`config.mk`:
```
export PLATFORM = sky130hd
export DESIGN_NAME = imhq_ram
export DESIGN_NICKNAME = d
export VERILOG_FILES = /design/src/hdl/indexed_min_heap_queue_assert.svh /design/src/hdl/imhq_ram.sv
export SDC_FILE = /design/constraint.sdc
export NUM_CORES = 1
export LEC_CHECK = 0
export BUFFER_PORTS_ARGS = -buffer_cell sky130_fd_sc_hd__clkbuf_2
export CORE_MARGIN = 4
export CORE_UTILIZATION = 50
export DETAILED_ROUTE_END_ITERATION = 7
export PLACE_DENSITY = 0.65
export SETUP_SLACK_MARGIN = 0.5
export SYNTH_ARGS = -nofsm -noshare
export SYNTH_HDL_FRONTEND = slang
export SYNTH_SLANG_ARGS = --single-unit
```
`constraint.sdc`:
```
create_clock -name aclk -period 2.6 [get_ports aclk]
set_clock_uncertainty 0.15 [all_clocks]
set_input_delay 0.26 -clock aclk [delete_from_list [all_inputs] [get_ports aclk]]
set_output_delay 0.26 -clock aclk [all_outputs]
set_load 0.005 [all_outputs]
```
`src/hdl/indexed_min_heap_queue_assert.svh`:
```
// ----------------------------------------------------------------------------
// Assertion macros for the indexed min-heap queue
// Short forms for a condition that holds on every clock and for a cause that
// is followed by an effect in the next cycle.
// ----------------------------------------------------------------------------
`ifndef INDEXED_MIN_HEAP_QUEUE_ASSERT_SVH
`define INDEXED_MIN_HEAP_QUEUE_ASSERT_SVH

// Condition holds on every clock outside reset
`define IMHQ_ASSERT_ALWAYS(label, clk, rst_n, cond, msg) \
    label: assert property (@(posedge clk) disable iff (!rst_n) (cond)) \
        else $error(msg);

// Antecedent is followed by the consequent in the next cycle
`define IMHQ_ASSERT_NEXT(label, clk, rst_n, ante, cons, msg) \
    label: assert property (@(posedge clk) disable iff (!rst_n) (ante) |=> (cons)) \
        else $error(msg);

`endif

```
`src/hdl/imhq_ram.sv`:
```
// ----------------------------------------------------------------------------
// Generic single-port-write RAM
// One write port and one read port, read data registered.
// ----------------------------------------------------------------------------
`default_nettype none

module imhq_ram #(
    parameter int WIDTH = 8,
    parameter int DEPTH = 16,
    localparam int AW   = (DEPTH > 1) ? $clog2(DEPTH) : 1
) (
    input  wire logic             aclk,
    input  wire logic             wr_en,
    input  wire logic [AW-1:0]    wr_addr,
    input  wire logic [WIDTH-1:0] wr_data,
    input  wire logic [AW-1:0]    rd_addr,
    output logic      [WIDTH-1:0] rd_data
);

    logic [WIDTH-1:0] mem [DEPTH];
    logic [WIDTH-1:0] rd_data_reg;

    // Write, then register the read
    always_ff @(posedge aclk) begin
        if (wr_en) begin
            mem[wr_addr] <= wr_data;
        end
        rd_data_reg <= mem[rd_addr];
    end

    assign rd_data = rd_data_reg;

endmodule

`default_nettype wire

```
# Word level (Yosys, flattened, before mapping)

Memory sizes are Yosys's and may differ from the RTL's. A register that Yosys moved wholly into a read port is not among the register bits.
Index checks and enable logic that the tools add are counted.

Word-level logic and storage cells: 3
Input bits: 18
Output and inout bits: 8
Register bits: 0
Memories kept: 1
Bits in writable memories: 128

Mux-type cells: 2

Memories:

| name | words | bits a word | rd ports | clocked after memory_dff | wr ports | RTL line       | source |
|---|---|---|---|---|---|---|---|
| mem  | 16    | 8           | 1        | 1                        | 1        | imhq_ram.sv:20 | `logic [WIDTH-1:0] mem [DEPTH];` |

Operators by type and width:

| kind   | count |
|---|---|
| $mux 1 | 2 |

# Longest topological paths before layout

Word-level depth: 2
Depth in mapped cells: 5
Depth with buffers taken out: 3

# Worst setup path before layout

OpenSTA, ideal clock, no wires.

Path type: input -> register
Start point: input port wr_addr[2]
End point: memory mem[0][0] (enable)
Arrival: 1370 ps
Setup time: 383 ps
Data required time: 2067 ps
Slack: 697 ps
Buffers on the path: 0
Cell stages on the path: 2
Cells stage by stage: or3b_2 > nor3_1

RTL lines:

| what            | RTL line       | source |
|---|---|---|
| start, declared | imhq_ram.sv:14 | `input wire logic [AW-1:0] wr_addr,` |
| end, declared   | imhq_ram.sv:20 |  |

No word-level cell before the write port.

==> summary.txt <==
Outcome
  • Status: finished, final reports clean

Place
  • HPWL reported at the end of detailed placement: 5.70 mm
  • Dpl cell area: 5510 sq um
  • Routability Congestion: 0.710
  • Port bufs: 25

Floorplan
  • Die height: 109 microns
  • Die width: 109 microns
  • Initial Utilization: 51.9%
  • Rows: 36
  • Core outline area: 9910 sq um
  • Die ar.: 12000 sq um
  • IO Count: 26

CTS
  • Clock latency on the worst-skew pair: 0.51 ns
  • Worst-case clock buffer depth: 2
  • Hold-fix buffers, CTS: 0
  • CTS tree: yes
  • Post-CTS Resized: 0
  • CTS buffer count: 17
  • Reg clk slew, reported paths: 0.05 ns
  • Post-CTS Setup Inserts: 0
  • Root Driver: clkbuf_8
  • H-tree depth: 4
  • Clock Sinks: 136

Worst setup path
  • Startpoint types: flip-flop
  • R2R Setup Slk: 1.07 ns
  • Setup CP Type: reg -> reg
  • Crit-path cells: mux4_1 > a22oi_1 > nand2_1
  • Arr. time, crit path: 1.77 ns
  • CP Capture Type: flip-flop
  • Slowest stage delay, CP: 0.49 ns
  • CP top delay family: multiplexers
  • Data required, critical path: 2.84 ns
  • Worst Path Max Fanout: 1
  • Crit path buf inv count: 0
  • Slowest CP cell: mux4_1

Final layout
  • Ant diodes: 0
  • Post-route cell area: 6050 sq um
  • Layout area overhead: 17.6%
  • Largest register FFs: 128
  • Fin nets: 299
  • Share of layout cells above drive strength 1: 31.0%

Global route
  • Largest net degree at the start of global routing: 33
  • Total grt overflow: 0
  • Initial antenna violation count: 0
  • M1 GR Usage: 24.3%
  • Grt peak-use layer: met2
  • First-pass GRT wire length: 14.5 mm
  • Met3 GRT Util: 4.17%
  • GRT Total Usage: 17.4%
  • M2 GR Usage: 27.0%
  • Vias in the first global route: 2501

Synth
  • Simple-gate area share of the yosys netlist: 3.18%
  • Synth warn: 0
  • Main combinational cell family by area after synthesis: multiplexers
  • Register area share after synthesis: 77.8%
  • Synth Area in XOR/XNOR: 0%
  • Post-Syn Area per Cell: 22.5 sq um
  • Post-synthesis mux area share: 15.0%
  • Synth cell types: 19
  • #FFs+latches synth: 136
  • Post-Synth Adder-Cell Area: 0%
  • Synth Area in Compound Gates: 2.33%
  • Mapped Cells: 229
  • Mapped Area: 5150 sq um
  • Syn_nets: 247

Timing
  • Setup TNS: 0 ns
  • Min Tclk post-route: 1.53 ns
  • Setup Viol. Count Final: 0
  • Fmax: 0.652 GHz
  • Post-route clock period utilization: 59.0%
  • Pins over their slew limit: 0
  • Rel. slew slack: 44.8%
  • Slew @ Worst Pin: 0.826 ns
  • Final Hold Viols: 0
  • RSZ-0062 raised after global routing: false

Routing
  • # DRC: 0
  • Vias/cell: 5.56
  • DR WL/cell: 21.8 microns
  • Final WL: 9.30 mm
  • Detail Route Antenna Nets: 0
  • Via count: 2374
  • DR iter-0 viols: 129
  • DR pass1 iterations: 4

Power
  • Worst vdd ir: 409 uV
  • Pwr dens: 794 nW/um^2
  • Leakage: 2.07 nW

Min path
  • Hold Path Class: in -> reg

Flow run
  • Max_cap viols: 0
-- power by group --
part	internal, mW	total (mW)	switching [mW]
Clock	1.33	2.12	0.796
Sequential	2.45	2.47	0.0129
Combinational	0.0970	0.220	0.123
Total	3.87	4.81	0.931
-- per-stage QoR --
stage	setup WS (ns)	power (mW)	cells	hold WS [ns]	utilization (%)
after floorplan	0.697	2.63	229	0.209	-
after global placement	0.695	2.73	395	0.482	55.6
after detailed placement	0.669	2.74	395	0.485	55.6
after CTS	1.04	4.85	427	0.0211	61.1
after global routing	1.02	4.97	427	0.0503	61.1
final	1.07	4.81	427	0.0222	61.1
-- path summary, 6_finish.rpt --
| check | from | end | cells past startpoint |
|---|---|---|---|
| setup / recovery | mem[0][3] | rd_data[3] | 3 |
| hold / removal | wr_data[5] | mem[8][5] | 1 |
| setup reg to reg | mem[0][3] | rd_data[3] | 3 |
| hold reg to reg | mem[12][0] | rd_data[0] | 3 |
-- Yosys cell counts --
cell,n,area [sq um]
nor2_1,13,48.8
edfxtp_1,128,3840
mux4_2,18,405
and2_1,1,6.26
mux4_1,14,368
dfxtp_1,8,160
buf_6,3,33.8
or3b_2,1,8.76
nor2b_1,1,6.26
nand3b_1,2,15.0
a22oi_1,16,120
nand3_1,1,5.00
nor3_1,4,20.0
nand2_1,9,33.8
buf_4,1,7.51
nand2b_1,2,12.5
buf_2,3,15.0
and2b_1,1,7.51
clkdlybuf4s25_2,3,30.0
-- cell usage in the layout (no fill, tap or decap) --
| cell type | instances |
|---|---|
| nand2_1 | 9 |
| clkbuf_2 | 25 |
| a22oi_1 | 16 |
| clkinv_1 | 1 |
| nand3_1 | 1 |
| or3b_2 | 1 |
| clkbuf_16 | 16 |
| clkinvlp_4 | 1 |
| clkbuf_1 | 2 |
| clkbuf_8 | 4 |
| mux4_1 | 14 |
| nor3_1 | 4 |
| and2b_1 | 1 |
| dfxtp_1 | 8 |
| mux4_2 | 18 |
| edfxtp_1 | 128 |
| nand2b_1 | 2 |
| nor2_1 | 13 |
| nor2b_1 | 1 |
| bufinv_16 | 1 |
| buf_12 | 2 |
| nand3b_1 | 2 |
| clkinv_2 | 7 |
| buf_4 | 16 |
| and2_1 | 1 |
-- cells by family (layout without fill, tap and decap cells) --
kind of cell	after synthesis	in the layout
flip-flops	136	136
AND/OR/NAND/NOR	35	35
multiplexers	32	32
AO/OA/AOI/OAI	16	16
buffers and inverters	10	75
-- routing by layer --
metal / up-vias / wire length, microns
li1: 1075 / -
met1: 1211 / 4070
met2: 81 / 4600
met3: 7 / 556
met4: 0 / 76
met5: - / 0
-- cell type report --
type | count | area [sq um]
clock inverter | 10 | 76.3
timing repair buffer | 43 | 285
clock buffer | 22 | 463
fill | 727 | 3860
sequential | 136 | 4000
tap | 133 | 166
multi-input combinational | 83 | 1060
Power figures use the tool's default switching activity.
